File: src/hw/rtl/crcpac_pkg.sv
package crcpac_pkg;

    localparam logic [31:0] CRC_POLY     = 32'hEDB8_8320;
    localparam logic [31:0] CRC_INIT     = 32'hFFFF_FFFF;
    localparam int          CRC_BYTES    = 4;
    localparam int          JOBQ_DEPTH   = 2;
    localparam int          JOBQ_AW      = $clog2(JOBQ_DEPTH);

    typedef enum logic [1:0] {
        ST_OK       = 2'd0,
        ST_MISMATCH = 2'd1,
        ST_SHORT    = 2'd2
    } t_status;

    typedef enum logic {
        KIND_ECHO    = 1'b0,
        KIND_VERDICT = 1'b1
    } t_kind;

    typedef struct packed {
        t_kind       kind;
        logic [7:0]  data;
        logic        last;
        logic [31:0] crc;
        t_status     status;
        logic [7:0]  len;
    } t_job;

    function automatic logic [31:0] crc_feed(input logic [31:0] crc, input logic [7:0] b);
        logic [31:0] c;
        c = crc ^ {24'd0, b};
        for (int k = 0; k < 8; k++) begin
            c = c[0] ? ((c >> 1) ^ CRC_POLY) : (c >> 1);
        end
        return c;
    endfunction

endpackage

File: src/hw/rtl/crcpac_front.sv
module crcpac_front #(
    parameter int MAX_PACKET_BYTES = 256
) (
    input  logic              i_clk,
    input  logic              i_rst_n,
    input  logic              i_cfg_valid,
    input  logic              i_cfg_check_mode,
    input  logic              i_push,
    input  logic [7:0]        i_data_byte,
    input  logic              i_last_byte,
    input  logic              i_q_full,
    output logic              o_job_valid,
    output crcpac_pkg::t_job  o_job
);
    import crcpac_pkg::*;

    localparam int CW = $clog2(MAX_PACKET_BYTES + 2);

    logic              r_mode;
    logic              n_mode;
    logic [31:0]       r_crc;
    logic [31:0]       n_crc;
    logic [7:0]        r_tail [CRC_BYTES];
    logic [7:0]        n_tail [CRC_BYTES];
    logic [CW-1:0]     r_cnt;
    logic [CW-1:0]     n_cnt;
    logic [CW-1:0]     cnt_inc;
    logic [CW-1:0]     len_wide;
    logic [31:0]       crc_gen;
    logic [31:0]       crc_chk;
    logic [31:0]       got;
    logic              accept;
    t_status           status;
    logic [7:0]        len;

    assign accept = i_push && !i_q_full;

    always_comb begin
        cnt_inc  = (r_cnt <= CW'(MAX_PACKET_BYTES)) ? r_cnt + CW'(1) : r_cnt;
        crc_gen  = crc_feed(r_crc, i_data_byte);
        crc_chk  = (cnt_inc > CW'(4)) ? crc_feed(r_crc, r_tail[0]) : r_crc;
        got      = {r_tail[1], r_tail[2], r_tail[3], i_data_byte};
        len_wide = cnt_inc - CW'(4);
        len      = 8'd0;
        if (cnt_inc < CW'(4)) begin
            status = ST_SHORT;
        end else if (cnt_inc > CW'(MAX_PACKET_BYTES)) begin
            status = ST_MISMATCH;
        end else if (got == ~crc_chk) begin
            status = ST_OK;
            len    = (32'(len_wide) > 32'd255) ? 8'hFF : 8'(len_wide);
        end else begin
            status = ST_MISMATCH;
        end
    end

    always_comb begin
        o_job_valid = accept && (!r_mode || i_last_byte);
        if (r_mode) begin
            o_job.kind   = KIND_VERDICT;
            o_job.data   = 8'd0;
            o_job.last   = 1'b1;
            o_job.crc    = 32'd0;
            o_job.status = status;
            o_job.len    = len;
        end else begin
            o_job.kind   = KIND_ECHO;
            o_job.data   = i_data_byte;
            o_job.last   = i_last_byte;
            o_job.crc    = ~crc_gen;
            o_job.status = ST_OK;
            o_job.len    = 8'd0;
        end
    end

    always_comb begin
        n_mode = r_mode;
        n_crc  = r_crc;
        n_tail = r_tail;
        n_cnt  = r_cnt;
        if (i_cfg_valid || (accept && i_last_byte)) begin
            if (i_cfg_valid) begin
                n_mode = i_cfg_check_mode;
            end
            n_crc = CRC_INIT;
            n_cnt = '0;
            for (int i = 0; i < CRC_BYTES; i++) begin
                n_tail[i] = 8'd0;
            end
        end else if (accept) begin
            n_cnt = cnt_inc;
            if (r_mode) begin
                n_crc = crc_chk;
                for (int i = 0; i < CRC_BYTES - 1; i++) begin
                    n_tail[i] = r_tail[i+1];
                end
                n_tail[CRC_BYTES-1] = i_data_byte;
            end else begin
                n_crc = crc_gen;
            end
        end
    end

    always_ff @(posedge i_clk) begin
        if (!i_rst_n) begin
            r_mode <= 1'b0;
            r_crc  <= CRC_INIT;
            r_cnt  <= '0;
            for (int i = 0; i < CRC_BYTES; i++) begin
                r_tail[i] <= 8'd0;
            end
        end else begin
            r_mode <= n_mode;
            r_crc  <= n_crc;
            r_cnt  <= n_cnt;
            r_tail <= n_tail;
        end
    end

endmodule

File: src/hw/rtl/crcpac_jobq.sv
module crcpac_jobq (
    input  logic              i_clk,
    input  logic              i_rst_n,
    input  logic              i_push,
    input  crcpac_pkg::t_job  i_job,
    input  logic              i_pop,
    output logic              o_full,
    output logic              o_valid,
    output crcpac_pkg::t_job  o_job
);
    import crcpac_pkg::*;

    localparam int CNTW = $clog2(JOBQ_DEPTH + 1);

    t_job               r_mem [JOBQ_DEPTH];
    logic [JOBQ_AW-1:0] r_wr;
    logic [JOBQ_AW-1:0] r_rd;
    logic [CNTW-1:0]    r_cnt;
    logic               do_push;
    logic               do_pop;

    assign o_full  = (r_cnt == CNTW'(JOBQ_DEPTH));
    assign o_valid = (r_cnt != '0);
    assign o_job   = r_mem[r_rd];
    assign do_push = i_push && !o_full;
    assign do_pop  = i_pop && o_valid;

    always_ff @(posedge i_clk) begin
        if (do_push) begin
            r_mem[r_wr] <= i_job;
        end
    end

    always_ff @(posedge i_clk) begin
        if (!i_rst_n) begin
            r_wr  <= '0;
            r_rd  <= '0;
            r_cnt <= '0;
        end else begin
            if (do_push) begin
                r_wr <= (r_wr == JOBQ_AW'(JOBQ_DEPTH - 1)) ? '0 : r_wr + JOBQ_AW'(1);
            end
            if (do_pop) begin
                r_rd <= (r_rd == JOBQ_AW'(JOBQ_DEPTH - 1)) ? '0 : r_rd + JOBQ_AW'(1);
            end
            r_cnt <= r_cnt + CNTW'(do_push) - CNTW'(do_pop);
        end
    end

endmodule

File: src/hw/rtl/crcpac_back.sv
module crcpac_back (
    input  logic              i_clk,
    input  logic              i_rst_n,
    input  logic              i_job_valid,
    input  crcpac_pkg::t_job  i_job,
    output logic              o_job_pop,
    input  logic              i_pop,
    output logic              o_empty,
    output logic [7:0]        o_out_byte,
    output logic              o_out_last,
    output logic [1:0]        o_check_status,
    output logic [7:0]        o_payload_length
);
    import crcpac_pkg::*;

    localparam int LW = $clog2(CRC_BYTES + 1);

    logic          r_out_valid;
    logic [7:0]    r_out_byte;
    logic          r_out_last;
    t_status       r_out_status;
    logic [7:0]    r_out_len;
    logic [31:0]   r_crc_sh;
    logic [LW-1:0] r_left;
    logic          slot_free;
    logic          crc_busy;
    logic          take_job;
    logic          emit_crc;

    assign slot_free = !r_out_valid || i_pop;
    assign crc_busy  = (r_left != '0);
    assign take_job  = slot_free && !crc_busy && i_job_valid;
    assign emit_crc  = slot_free && crc_busy;
    assign o_job_pop = take_job;

    assign o_empty          = !r_out_valid;
    assign o_out_byte       = r_out_byte;
    assign o_out_last       = r_out_last;
    assign o_check_status   = r_out_status;
    assign o_payload_length = r_out_len;

    always_ff @(posedge i_clk) begin
        if (!i_rst_n) begin
            r_out_valid <= 1'b0;
            r_left      <= '0;
        end else begin
            if (emit_crc || take_job) begin
                r_out_valid <= 1'b1;
            end else if (i_pop) begin
                r_out_valid <= 1'b0;
            end
            if (emit_crc) begin
                r_left <= r_left - LW'(1);
            end else if (take_job && i_job.kind == KIND_ECHO && i_job.last) begin
                r_left <= LW'(CRC_BYTES);
            end
        end
    end

    always_ff @(posedge i_clk) begin
        if (emit_crc) begin
            r_out_byte   <= r_crc_sh[31:24];
            r_out_last   <= (r_left == LW'(1));
            r_out_status <= ST_OK;
            r_out_len    <= 8'd0;
            r_crc_sh     <= {r_crc_sh[23:0], 8'd0};
        end else if (take_job) begin
            r_out_byte   <= i_job.data;
            r_out_last   <= (i_job.kind == KIND_VERDICT);
            r_out_status <= i_job.status;
            r_out_len    <= i_job.len;
            r_crc_sh     <= i_job.crc;
        end
    end

endmodule

File: src/hw/rtl/crc32_packet_append_check.sv
// CRC-32 (reflected, poly 0xEDB88320, preset all ones, inverted result) packet
// appender and checker with queue-style ports. With check mode 0 every byte is
// echoed and the last byte is followed by four CRC bytes, most significant first;
// with check mode 1 the trailing four bytes are compared against the CRC of the
// bytes before them and the last byte yields one verdict word (status, payload
// length). Input takes one byte per cycle while full is low; a byte's first
// result passes the job queue and then the output register. The result side emits
// one word per cycle while pop is high, so each generate-mode packet end occupies
// it for the last byte and four CRC words; the two-deep job queue between front
// and back fills while CRC words go out, and back-to-back input sees full per
// packet end. Full also rises when pop stays low and the queue holds two jobs.
// Writing check mode restarts the packet in progress; o_cfg_ready is always high.
module crc32_packet_append_check #(
    parameter int MAX_PACKET_BYTES = 256
) (
    input  logic       i_clk,
    input  logic       i_rst_n,
    input  logic       i_cfg_valid,
    output logic       o_cfg_ready,
    input  logic       i_cfg_check_mode,
    input  logic       push,
    output logic       full,
    input  logic [7:0] i_data_byte,
    input  logic       i_last_byte,
    output logic       empty,
    input  logic       pop,
    output logic [7:0] o_out_byte,
    output logic       o_out_last,
    output logic [1:0] o_check_status,
    output logic [7:0] o_payload_length
);
    import crcpac_pkg::*;

    t_job front_job;
    t_job q_job;
    logic front_job_valid;
    logic q_full;
    logic q_valid;
    logic q_pop;

    assign o_cfg_ready = 1'b1;
    assign full        = q_full;

    crcpac_front #(
        .MAX_PACKET_BYTES (MAX_PACKET_BYTES)
    ) u_front (
        .i_clk            (i_clk),
        .i_rst_n          (i_rst_n),
        .i_cfg_valid      (i_cfg_valid),
        .i_cfg_check_mode (i_cfg_check_mode),
        .i_push           (push),
        .i_data_byte      (i_data_byte),
        .i_last_byte      (i_last_byte),
        .i_q_full         (q_full),
        .o_job_valid      (front_job_valid),
        .o_job            (front_job)
    );

    crcpac_jobq u_jobq (
        .i_clk   (i_clk),
        .i_rst_n (i_rst_n),
        .i_push  (front_job_valid),
        .i_job   (front_job),
        .i_pop   (q_pop),
        .o_full  (q_full),
        .o_valid (q_valid),
        .o_job   (q_job)
    );

    crcpac_back u_back (
        .i_clk            (i_clk),
        .i_rst_n          (i_rst_n),
        .i_job_valid      (q_valid),
        .i_job            (q_job),
        .o_job_pop        (q_pop),
        .i_pop            (pop),
        .o_empty          (empty),
        .o_out_byte       (o_out_byte),
        .o_out_last       (o_out_last),
        .o_check_status   (o_check_status),
        .o_payload_length (o_payload_length)
    );

endmodule

File: config.mk
export PLATFORM = sky130hd
export DESIGN_NAME = crc32_packet_append_check
export DESIGN_NICKNAME = d
export VERILOG_FILES = /design/src/hw/rtl/crcpac_pkg.sv /design/src/hw/rtl/crcpac_front.sv /design/src/hw/rtl/crcpac_jobq.sv /design/src/hw/rtl/crcpac_back.sv /design/src/hw/rtl/crc32_packet_append_check.sv
export SDC_FILE = /design/constraint.sdc
export NUM_CORES = 1
export LEC_CHECK = 0
export BUFFER_PORTS_ARGS = -buffer_cell sky130_fd_sc_hd__buf_4
export CAP_MARGIN = 20
export CORE_ASPECT_RATIO = 0.8
export CORE_UTILIZATION = 55
export DETAILED_ROUTE_END_ITERATION = 8
export GPL_ROUTABILITY_DRIVEN = 0
export HOLD_SLACK_MARGIN = 0.02
export PLACE_DENSITY = 0.72
export SYNTH_ARGS = -nofsm -noshare
export SYNTH_HDL_FRONTEND = slang
export SYNTH_SLANG_ARGS = --single-unit
File: constraint.sdc
create_clock -name i_clk -period 12.9 [get_ports i_clk]
set_clock_uncertainty 0.2 [all_clocks]
set_input_delay 2.58 -clock i_clk [delete_from_list [all_inputs] [get_ports i_clk]]
set_output_delay 2.58 -clock i_clk [all_outputs]
set_load 0.01 [all_outputs]
After elaboration in Yosys (flattened, before gate mapping)
Memories as Yosys holds them, arrays and structs flattened. A register that Yosys moved wholly into a read port is not among the register bits.
Index checks and enable logic that the tools add are counted.
{ "classes": {"add_sub_neg": 7, "n_div": 0, "magnitude_cmp": 5, "n_reduce_logical": 26, "n_bitwise": 22, "muxes": 43, "mul": 0, "n_eq_ne": 3, "n_shift": 0} }
{ "ops": {"columns": ["operator", "n"], "rows": [
  ["$mux W32", 20],
  ["$not A13 Y14", 16],
  ["$not A32 Y32", 2],
  ["$xor A32 B8 Y32", 2],
  ["$mux W52", 1],
  ["$mux W8", 6],
  ["$eq A32 B32 Y1", 1],
  ["$mux W1", 12],
  ["$logic_and A1 B1 Y1", 10],
  ["$add A9 B1 Y9 const B", 1],
  ["$gt A9 B3 Y1 const B", 1],
  ["$gt A9 B8 Y1 const B", 1],
  ["$gt A9 B9 Y1 const B", 1],
  ["$le A9 B9 Y1 const B", 1],
  ["$lt A9 B3 Y1 const B", 1],
  ["$mux W9", 1],
  ["$sub A9 B3 Y9 const B", 1],
  ["$reduce_bool A2 Y1", 4],
  ["$mux W3", 2],
  ["$logic_not A1 Y1", 4],
  ["$logic_or A1 B1 Y1", 4],
  ["$reduce_and A2 Y1", 2],
  ["$eq A3 B1 Y1 const B", 1],
  ["$reduce_bool A3 Y1", 1],
  ["8 further kinds", 10]
]} }
{ "word_totals": {"ram_bits": 104, "memories": 1, "ff_bits": 133, "latch_bits": 0, "out_inout_bits": 22, "inputBits": 15, "romBits": 0} }
{ "memory_table": {"columns": ["name", "depth", "width", "rd", "rd_ports_with_merged_regs", "write_ports", "line_no", "rtl"], "rows": [
  ["u_jobq.r_mem", 2, 52, 1, 1, 1, "crcpac_jobq.sv:15", "t_job r_mem [JOBQ_DEPTH];"]
]} }

Logic depth before layout (Yosys ltp)
Gate-level depths: netlist of the first run.
{ "logic_depth": {"word_depth": 24, "depth_mapped": 17, "mapped_depth_nobuf": 15} }

By module
From an unflattened synthesis of the first run, not the netlist that was laid out.
{ "unflattened": {"cells_unflattened": 1121, "area_unflattened_um2": 12468.2} }
{ "modules_own_cells": {"columns": ["module", "n_inst", "cells_each", "seq_area_each_um2", "area_per_inst_um2"], "rows": [
  ["crcpac_front", 1, 740, 1481.4, 5875.6],
  ["crcpac_jobq", 1, 189, 3223.1, 4244.1],
  ["crcpac_back", 1, 190, 1431.4, 2337.2],
  ["crc32_packet_append_check", 1, 2, 0.0, 11.3]
]} }

Worst setup path before layout of the first run
No wires, ideal clock.
{ "synth_timing": {"kind": "input to register", "from": "input port push", "to": "memory u_jobq.r_mem[0][0] in the netlist's numbering (enable)", "setup_time_ns": 0.463, "arrival_time_ns": 5.193, "path_stages": 3, "setup_slack_ns": 7.044, "path_cell_list": "nor2b_1 > o21ai_0 > nor2_1"} }
{ "synth_between": {"elab_chain_len": 5} }
{ "synth_rtl": {"columns": ["element", "line_no", "rtl"], "rows": [
  ["start, declared", "crc32_packet_append_check.sv:21", "input logic push,"],
  ["$logic_and A1 B1 Y1", "crcpac_front.sv:36", "assign accept = i_push && !i_q_full;"],
  ["$logic_and A1 B1 Y1", "crcpac_front.sv:58", "o_job_valid = accept && (!r_mode || i_last_byte);"],
  ["$logic_and A1 B1 Y1", "crcpac_jobq.sv:25", "assign do_push = i_push && !o_full;"],
  ["$mux W1", "crcpac_jobq.sv:29", "if (do_push) begin"],
  ["$mux W1 (not written as such)", "crcpac_jobq.sv:30", "r_mem[r_wr] <= i_job;"],
  ["end, declared", "crcpac_jobq.sv:15", null]
]} }
No other way between the ends.

==> metrics.md, run 1 <==
| Metric | Value |
|---|---|
| Status | complete, but fails checks |
| Failing checks | DRC |
| First-pass GRT wire length | 42,400 µm |
| Fin area | 0.0131 mm² |
| WHS Path Cells | 2 |
| Cell Area, Synth | 0.0119 mm² |
| Placed cell areas | 0.0124 mm² |
| Setup CP Type | flop to flop |
| CTS sink count | 238 |
| Initial core utilization | 0.568 |
| Place WS | 7.35 ns |
| Worst min path class | flop to flop |
| CP max stage delay | 0.53 ns |
| Crit path time final | 5.14 ns |
| Vias in the first global route | 7,506 |
| Worst path cell trace | inv_2, ha_1, nor2b_1, a21oi_1, o21ai_0, ha_1, nand2_1, mux2_4, a2111o_1, buf_4, mux2i_1, xnor2_1, nand4_1, nor4_2, nand4b_4, a21oi_1 |
| Vias/cell | 5.78 |
| I/O Buffers | 35 |
| Pre-antenna DRT Iters | 9 |
| Rel. slew slack | 0.315 |
| Die Height | 134 µm |
| Setup TNS | 0 ns |
| Top-area cell type share of the netlist area | 0.345 |
| Reg-to-reg critical path endpoint | u_jobq.r_mem[0][3] |
| Clock tree buffer depth | 3 |
| Fin nets | 1,158 |
| Main synth FF type | edfxtp_1 |
| Internal reg-to-reg setup slack | 7.76 ns |
| Syn_area_per_cell | 10.5 µm² |
| Final WS setup | 7.76 ns |
| R2R depth | 16 |
| Top Ports | 37 |
| GR Overflow Total | 0 |
| Die area | 0.0223 mm² |
| TritonCTS clock tree | done |
| Via count | 8,211 |
| Worst EP required | 13.02 ns |
| Peak Freq | 195 MHz |
| Hold_sp | u_front.r_tail[28] |
| Top cells by area, synth | edfxtp_1 35%, dfxtp_1 17%, xnor2_1 10% |
| DRC Markers | 8 |
| Max Slew Vio Count | 0 |
| FP Rows | 47 |
| Mapped Cells | 1,131 |
| Post_cts resized | 0 |
| Max-cap violations | 0 |
| Core Box Area | 0.0210 mm² |
| Synth warn | 0 |
| Fillers | 1,727 |
| Initial antenna violation count | 0 |
| Pwr Density | 202 mW/mm² |
| Total power | 0.00265 W |
| Layout cell share with drive strength beyond 1 | 0.104 |
| CP arrival | 5.25 ns |
| RSZ-0062 raised after global routing | no |
| Cts bufs inserted | 23 |
| Wire length per cell | 19.1 µm |
| Setup violators final | 0 |
| Hold Vio Cnt, Final | 0 |
| Area of the multi-input gates | 0.00543 mm² |
| Antenna diodes | 0 |
| Register Area | 0.00614 mm² |
| EDFF count, synth | 137 |
| Yosys reg bits | 238 |
| Root Driver | clkbuf_16 |
| Largest net degree at the start of global routing | 79 |
| Layout area overhead | 10.2% |
| Leak | 4.55 nW |
| Worst hold endpoint | u_front.r_tail[28] |
| Sequential share of the synthesized area | 0.515 |
| H-tree levels | 1 |
| Placed cells | 1,379 |
| DP HPWL | 18,600 µm |
| Period utilization | 0.398 |
| Routed wire length | 27,200 µm |
| Clk pin slew, worst setup/hold paths | 0.06 ns |
| Post-route ant nets | 0 |
| Worst path slowest cell | nor4_2 |
| Fin cells | 1,421 |
| Die width | 167 µm |
| Worst setup EP type | flop |
| Setup Fix Bufs, Post-CTS | 0 |
| Synth cell types | 60 |
| Max VDD drop | 0.000108 V |
| Clk_lat worst skew | 0.52 ns |
| Critical path peak fanout | 33 |
| Syn nets | 1,154 |
| All-Layer GR Usage | 0.245 |
| CP delay by family, top | compound AO/OA/AOI/OAI gates |
| Post-synth top area cell | edfxtp_1 |
| Buf/Inv on CP | 2 |
| Async set or reset register ratio after synthesis | 0 |
| Iter 0 DRT Violations | 777 |
| Cts hold-fix bufs | 0 |
| RR Startpoint | u_front.r_cnt[0] |
| Worst Tran Pin Value | 1.03 ns |
| Worst Setup Start Kind | flop |
==> worst max-delay path by stage <==
stage	from	end	slack, ns	cells after the start
global route	u_front.r_cnt[0]	u_jobq.r_mem[0][5]	7.44	16
finish	u_front.r_cnt[0]	u_jobq.r_mem[0][3]	7.76	16
floorplan	push	u_jobq.r_mem[0][0]	7.04	3
global placement	i_data_byte[1]	u_front.r_crc[23]	7.47	10
detailed placement	i_data_byte[1]	u_front.r_crc[23]	7.35	10
CTS	i_data_byte[1]	u_front.r_crc[23]	7.89	10
==> state kept, by name, summed over array words and instances, names as in the netlist, 3 cells and up, named ones only <==
name	cells
u_jobq.r_mem	104
u_front.r_crc	32
u_back.r_crc_sh	32
u_back.o_payload_length	8
u_back.o_out_byte	8
u_front.r_cnt	9
u_front.r_tail	8
u_front.got	24
u_back.r_left	3
==> logic make-up (layout without fill, tap and decap cells) <==
group           count (synthesis)  count (layout)  synth area share
flops                         238             238             0.515
fa+ha+maj                       8               8           0.00840
other cells                     1               1          0.000315
mux                            80              80            0.0677
simple gates                  308             308             0.117
compound gates                209             209             0.107
xor+xnor                      198             198             0.153
buf+inv                        89             110            0.0317
==> per-stage QoR <==
stage / hold slack, ns / utilization
global route: 0.297 / 0.626
global placement: 0.262 / 0.588
finish: 0.278 / 0.626
CTS: 0.277 / 0.626
detailed placement: 0.263 / 0.588
floorplan: 0.224 / -
==> where the power goes <==
part	leakage (nW)	switching, W	internal [W]
logic	2.03	0.000545	0.000332
registers	2.14	0.0000623	0.00103
clock network	0.382	0.000286	0.000396
==> cell usage in the layout (no fill, tap or decap), drive strengths merged, types with 2 or more instances in the layout <==
cell,n
a2111o,2
a211oi,40
a21oi,85
a31oi,9
and2,6
and3,3
buf,51
clkbuf,34
clkinv,5
dfxtp,101
edfxtp,137
ha,8
inv,18
mux2,2
mux2i,78
nand2,149
nand2b,3
nand3,10
nand3b,2
nand4,7
nand4b,3
nor2,89
nor2b,18
nor3,6
nor4,7
o211ai,2
o21a,2
o21ai,50
o22ai,7
o31ai,2
or2,3
xnor2,145
xnor3,3
xor2,50
==> routing by layer <==
| metal | share of wire | GRT usage | wire [µm] |
|---|---|---|---|
| met3 | 0.071 | 0.0303 | 1920 |
| met1 | 0.50 | 0.391 | 13500 |
| met5 | 0 | 0.00217 | 0 |
| met2 | 0.41 | 0.349 | 11200 |
| met4 | 0.021 | 0.0622 | 564 |
==> cells in the mapped netlist, drive strengths merged (2+ instances only) <==
cell    instances
o21a            2
nand4b          3
nand2b          3
a21oi          85
dfxtp         101
or2             3
o31ai           2
and2            6
clkbuf         51
nor2           89
o211ai          2
a211oi         40
inv            17
a31oi           9
nand3          10
mux2i          78
xor2           50
buf            21
and3            3
o22ai           7
nand2         149
o21ai          50
ha              8
xnor2         145
nor3            6
mux2            2
nand4           7
nor4            7
nor2b          18
nand3b          2
edfxtp        137
a2111o          2
xnor3           3
==> worst min-delay path: cells and delay by family, from the launching register on <==
kind               cells  cell delay [ns]
AOI/OAI and AO/OA      1             0.05
DFF                    1             0.32
and+or+nand+nor        1             0.06
==> cell type report <==
class                      count  share of cell area
clock buffer                  34              0.0528
clock inverter                 8             0.00648
inverter                      17             0.00486
multi-input combinational    804               0.414
sequential                   238               0.467
tap                          269              0.0256
timing repair buffer          51              0.0292
Note: power is estimated with default switching activity, not from simulation.
==> run 2, diff against run 1 <==
Clock period 12.9 ns to 5.05 ns, I/O delays scaled along.
==> run 2 against run 1 <==
  * The run still ends with DRC left
  * Global-route usage grew 0.75 points
  * Fmax grew 11%
  * Cell area rose by 0.86%
  * Sequential power grew to 2.6 times the previous value
  * Via count up 0.37%
  * Critical path type unchanged
  * Critical endpoint is now u_jobq.r_mem[0][1]
  * Largest cell class unchanged
==> metrics.md, run 2 (synthesis results as in run 1) <==
| Metric | Value |
|---|---|
| Routed wire length | 27,900 µm (+2.5%) |
| Antenna diodes | 0 (unchanged) |
| Setup TNS | 0 ns (unchanged) |
| Rel. slew slack | 0.186 (-0.129) |
| Commonest non-fill, non-tap cells in the layout | 149 x nand2_1, 140 x xnor2_1, 137 x edfxtp_1 |
| Pwr Density | 521 mW/mm² (+160%) |
| Hold Vio Cnt, Final | 0 (unchanged) |
| Setup violators final | 0 (unchanged) |
| Top Ports | 37 (unchanged) |
| Setup CP Type | flop to flop |
| Die area | 0.0223 mm² (unchanged) |
| GR Overflow Total | 0 (unchanged) |
| Vias/cell | 5.76 (-0.34%) |
| Worst hold endpoint | u_front.r_tail[25] |
| DP HPWL | 19,000 µm (+2.0%) |
| Post-route ant nets | 0 (unchanged) |
| Max VDD drop | 0.000393 V (+260%) |
| Leak | 4.62 nW (+1.6%) |
| Pre-antenna DRT Iters | 7 (-2) |
| Vias in the first global route | 7,381 (-1.7%) |
| Period utilization | 0.913 (+0.515) |
| Initial core utilization | 0.568 (unchanged) |
| Via count | 8,241 (+0.37%) |
| Clk pin slew, worst setup/hold paths | 0.06 ns (about the same) |
| Setup Fix Bufs, Post-CTS | 0 (unchanged) |
| Worst Tran Pin Value | 1.22 ns (+0.195 ns) |
| Cts bufs inserted | 24 (+4.3%) |
| Commonest non-fill, non-tap cell in the layout | nand2_1 |
| Crit path time final | 4.61 ns (-0.523 ns) |
| I/O Buffers | 35 (unchanged) |
| Core Box Area | 0.0210 mm² (unchanged) |
| Peak Freq | 217 MHz (+11%) |
| Worst min path class | flop to flop |
| TritonCTS clock tree | done |
| Fin Hold WS | 0.271 ns (-0.00662 ns) |
| R2R depth | 16 (unchanged) |
| RR Startpoint | u_front.r_cnt[0] |
| H-tree levels | 1 (unchanged) |
| Wire length per cell | 19.5 µm (+1.8%) |
| Worst setup EP type | flop |
| Reg-to-reg critical path endpoint | u_jobq.r_mem[0][1] |
| First-pass GRT wire length | 43,300 µm (+2.0%) |
| Die width | 167 µm (unchanged) |
| Hold_sp | u_front.r_tail[25] |
| DRC Markers | 8 (unchanged) |
| Layout cell share with drive strength beyond 1 | 0.114 (+0.00943) |
| Layout area overhead | 11.1% |
| Clock tree buffer depth | 3 (unchanged) |
| Internal reg-to-reg setup slack | 0.44 ns (-7.33 ns) |
| Clk_lat worst skew | 0.53 ns (about the same) |
| Largest net degree at the start of global routing | 65 (-18%) |
| Root Driver | clkbuf_16 |
| WHS Path Cells | 2 (unchanged) |
| Critical path peak fanout | 33 (unchanged) |
| Cts hold-fix bufs | 0 (unchanged) |
| Die Height | 134 µm (unchanged) |
| Worst Setup Start Kind | flop |
| Max-cap violations | 0 (unchanged) |
| Worst EP required | 5.20 ns (-7.82 ns) |
| All-Layer GR Usage | 0.253 (+0.00750) |
| Initial antenna violation count | 0 (unchanged) |
| Biggest regs | u_jobq.r_mem x104, u_back.r_crc_sh x32, u_front.r_crc x32 |
| Failing checks | DRC |
| Fin nets | 1,167 (+0.78%) |
| Status | complete, but fails checks |
| CP arrival | 4.76 ns (-0.49 ns) |
| Max FFs per register | 104 (unchanged) |
| Post_cts resized | 0 (unchanged) |
| RSZ-0062 raised after global routing | no |
| Most flop-heavy register | u_jobq.r_mem |
| Iter 0 DRT Violations | 824 (+6.0%) |
| FP Rows | 47 (unchanged) |
| Max Slew Vio Count | 0 (unchanged) |
| CTS sink count | 238 (unchanged) |
==> run 2: layer usage <==
layer / routed length, µm / vias to the layer above / part of all wire / track usage
met2: 11500 / 349 / 0.41 / 0.355
met5: 0 / - / 0 / 0
met4: 547 / 0 / 0.020 / 0.0592
li1: - / 3967 / - / -
met1: 13000 / 3882 / 0.47 / 0.393
met3: 2850 / 43 / 0.10 / 0.0561
==> run 2: metrics by stage <==
step / utilization / cells / total power (W) / setup WS [ns] / area (µm²)
2_1_floorplan: - / 1131 / 0.00443 / 0.764 / 11900
3_3_place_gp: 0.591 / 1387 / 0.00506 / 0.613 / 12400
3_5_place_dp: 0.591 / 1387 / 0.00510 / 0.502 / 12400
4_1_cts: 0.631 / 1431 / 0.00691 / 0.474 / 13200
5_1_grt: 0.631 / 1431 / 0.00725 / 0.183 / 13200
6_report: 0.631 / 1431 / 0.00689 / 0.438 / 13200
==> run 2: worst max-delay path: stages (launching register included) <==
cell      delay (ns)
dfxtp_1         0.38
inv_2           0.13
ha_1            0.19
nor2b_1         0.17
a21oi_1         0.11
o21ai_0         0.40
ha_1            0.25
nand2_1         0.06
mux2_4          0.29
a2111o_1        0.41
buf_4           0.29
mux2i_1         0.29
xnor2_1         0.15
nand4_1         0.12
nor4_2          0.49
nand4b_4        0.23
a31oi_1         0.24
==> run 2: final cells by class <==
type	instances	area [µm²]
multi-input cells	804	5430
flip-flops and latches	238	6140
clock buffers	39	790
repair buffers	59	443
well taps	269	337
clock inverters	5	41.3
inverters	17	63.8
fillers	1664	7750
==> run 2: worst max-delay path by stage <==
stage                     startpoint                 end  slack, ns  cells past startpoint
floorplan                       push  u_jobq.r_mem[0][0]       0.76                      3
global placement    u_front.r_cnt[0]  u_jobq.r_mem[0][1]       0.61                     16
detailed placement  u_front.r_cnt[0]  u_jobq.r_mem[1][1]       0.50                     16
CTS                 u_front.r_cnt[0]  u_jobq.r_mem[0][1]       0.47                     16
global route        u_front.r_cnt[0]  u_jobq.r_mem[0][3]       0.18                     16
finish              u_front.r_cnt[0]  u_jobq.r_mem[0][1]       0.44                     16
==> run 2: power by group <==
| group | internal [W] | switching (W) |
|---|---|---|
| Sequential | 0.00263 | 0.000227 |
| Combinational | 0.000862 | 0.00137 |
| Clock | 0.00107 | 0.000739 |
| Total | 0.00456 | 0.00233 |
==> run 3, diff against run 2 <==
Settings changed: REMOVE_ABC_BUFFERS from default to 1, SKIP_CTS_REPAIR_TIMING from default to 1.
Clock period 5.05 ns to 4.5 ns, I/O delays scaled along.
==> run 3 against run 2 <==
  * The flow still finishes with violations (DRC)
  * Flip-flop and latch count unchanged
  * Register-to-register slack got worse by 0.23 ns
  * Non-clock buffer count up 14
  * Final cell count increased by 1.1%
  * Fmax rose by 7.4%
  * Total power rose by 13%
  * Critical path type unchanged
  * Utilization grew 0.79 points
  * First-iteration DRC count increased by 5.3%
  * Largest cell class unchanged
  * Setup slack got worse by 0.23 ns
==> metrics.md, run 3 (synthesis results as in run 1) <==
| Metric | Value |
|---|---|
| Status | complete, but fails checks |
| Failing checks | DRC |
| Die Height | 134 µm (unchanged) |
| Routed wire length | 28,400 µm (+2.0%) |
| Psw | 0.00264 W (+13%) |
| Root Driver | clkbuf_16 |
| Wire length per cell | 19.6 µm (+0.83%) |
| Die width | 167 µm (unchanged) |
| Most flop-heavy register | u_jobq.r_mem |
| Max Slew Vio Count | 0 (unchanged) |
| Area of the multi-input gates | 0.00546 mm² (+0.53%) |
| I/O Buffers | 35 (unchanged) |
| Worst Tran Pin Value | 0.987 ns (-0.234 ns) |
| Max FFs per register | 104 (unchanged) |
| Initial antenna violation count | 0 (unchanged) |
| Die area | 0.0223 mm² (unchanged) |
| RSZ-0062 raised after global routing | no |
| Commonest non-fill, non-tap cells in the layout | 149 x nand2_1, 140 x xnor2_1, 137 x edfxtp_1 |
| CP arrival | 4.46 ns (-0.30 ns) |
| Worst EP required | 4.66 ns (-0.54 ns) |
| Post-route ant nets | 0 (unchanged) |
| Total internal power | 0.00514 W (+13%) |
| Setup violators final | 0 (unchanged) |
| Max-cap violations | 0 (unchanged) |
| DP HPWL | 19,400 µm (+1.8%) |
| CTS sink count | 238 (unchanged) |
| FP Rows | 47 (unchanged) |
| Clk pwr share | 0.267 (+0.004) |
| Layout area overhead | 12.5% |
| CP max stage delay | 0.45 ns (-0.04 ns) |
| Cts bufs inserted | 25 (+4.2%) |
| Fillers | 1,699 (+2.1%) |
| Largest net degree at the start of global routing | 79 (+22%) |
| Layout cell share with drive strength beyond 1 | 0.126 (+0.0129) |
| Part of the power in registers | 0.409 (-0.005) |
| Worst path cell trace | inv_2, ha_1, nor2b_1, a21oi_1, o21ai_0, ha_1, nand2_1, mux2_4, a2111o_1, buf_12, mux2i_2, xnor2_1, nand4_1, nor4_4, nand4b_4, a21oi_1 |
| Peak Freq | 233 MHz (+7.4%) |
| Hold Vio Cnt, Final | 0 (unchanged) |
| Rel. slew slack | 0.341 (+0.154) |
| GR Overflow Total | 0 (unchanged) |
| Via count | 8,368 (+1.5%) |
| Worst setup EP type | flop |
| Pwr Density | 580 mW/mm² (+11%) |
| Clk_lat worst skew | 0.54 ns (about the same) |
| Initial core utilization | 0.568 (unchanged) |
| Leak | 4.70 nW (+1.7%) |
| Worst Setup Start Kind | flop |
| Biggest regs | u_jobq.r_mem x104, u_back.r_crc_sh x32, u_front.r_crc x32 |
| Worst min path class | flop to flop |
| Antenna diodes | 0 (unchanged) |
| DRC Markers | 2 (-6) |
| Core Box Area | 0.0210 mm² (unchanged) |
| Iter 0 DRT Violations | 868 (+5.3%) |
| Register Area | 0.00614 mm² (unchanged) |
| TritonCTS clock tree | done |
| Crit path time final | 4.30 ns (-0.316 ns) |
| Fin nets | 1,182 (+1.3%) |
| Vias in the first global route | 7,569 (+2.5%) |
| Worst path slowest cell | a2111o_1 |
| Buf/Inv on CP | 2 (unchanged) |
| Setup CP Type | flop to flop |
| All-Layer GR Usage | 0.255 (+0.00188) |
| CP delay by family, top | compound AO/OA/AOI/OAI gates |
| Switching share of total power | 0.340 (+0.00108) |
| Commonest non-fill, non-tap cell in the layout | nand2_1 |
| Top Ports | 37 (unchanged) |
| Clock tree buffer depth | 3 (unchanged) |
| Vias/cell | 5.78 (+0.42%) |
| Clk pin slew, worst setup/hold paths | 0.06 ns (about the same) |
| Critical path peak fanout | 33 (unchanged) |
| First-pass GRT wire length | 43,800 µm (+1.1%) |
| H-tree levels | 1 (unchanged) |
| Setup TNS | 0 ns (unchanged) |
| Total power | 0.00778 W (+13%) |
| Max VDD drop | 0.000341 V (-13%) |
| Period utilization | 0.954 (+0.0413) |
| Pre-antenna DRT Iters | 9 (+2) |
| Gate power share | 0.324 (about the same) |
run 3: cell types whose count changed in the layout (fill, tap and decap cells not counted), moves of 2 or more:
| cell | change |
|---|---|
| nor4_4 | +2 |
| clkinvlp_4 | +2 |
| mux2i_1 | -3 |
| clkinv_1 | +2 |
| clkinv_2 | +3 |
| mux2i_2 | +3 |
| bufinv_16 | +2 |
| buf_12 | +2 |
| clkbuf_8 | -6 |
| buf_4 | +11 |
| nor4_2 | -2 |
run 3: final timing paths:
check                          start                  to  slack, ns  cells past startpoint
setup / recovery    u_front.r_cnt[0]  u_jobq.r_mem[0][6]       0.20                     16
setup reg to reg    u_front.r_cnt[0]  u_jobq.r_mem[0][6]       0.20                     16
hold reg to reg   u_front.r_tail[30]  u_front.r_tail[30]       0.27                      2
hold / removal    u_front.r_tail[30]  u_front.r_tail[30]       0.27                      2
run 3: worst min-delay path: stages, from the launching register on:
cell     delay (ns)
dfxtp_1        0.32
nand2_1        0.05
a21oi_1        0.05
run 3: final cells by class:
type | instances | area share
tap | 269 | 0.0251
sequential | 238 | 0.458
multi-input combinational | 804 | 0.407
timing repair buffer | 73 | 0.0433
clock inverter | 14 | 0.0110
clock buffer | 32 | 0.0508
inverter | 17 | 0.00476
run 3: layer usage:
| metal | up-vias | share of wire | global-route usage |
|---|---|---|---|
| met2 | 335 | 0.42 | 0.361 |
| met4 | 0 | 0.022 | 0.0700 |
| met1 | 3998 | 0.46 | 0.390 |
| met5 | - | 0 | 0.00217 |
| li1 | 3990 | - | - |
| met3 | 45 | 0.10 | 0.0535 |
run 3: power by group through the flow:
stage	clock network [W]	logic (W)	registers, W
6_report	0.00208	0.00252	0.00319
5_1_grt	0.00219	0.00275	0.00323
4_1_cts	0.00210	0.00250	0.00318
3_5_place_dp	0	0.00249	0.00323
3_3_place_gp	0	0.00245	0.00321
2_1_floorplan	0	0.00169	0.00325
run 3: through the flow:
stage	std cells	instance area (µm²)	worst slack (ns)	util	hold WS [ns]
after global placement	1400	12500	0.353	0.597	0.262
after global routing	1447	13400	0.000632	0.639	0.304
after detailed placement	1401	12600	0.216	0.598	0.269
final	1447	13400	0.205	0.639	0.271
after floorplan	1059	11600	-0.0798	-	0.249
after CTS	1447	13400	0.153	0.637	0.277
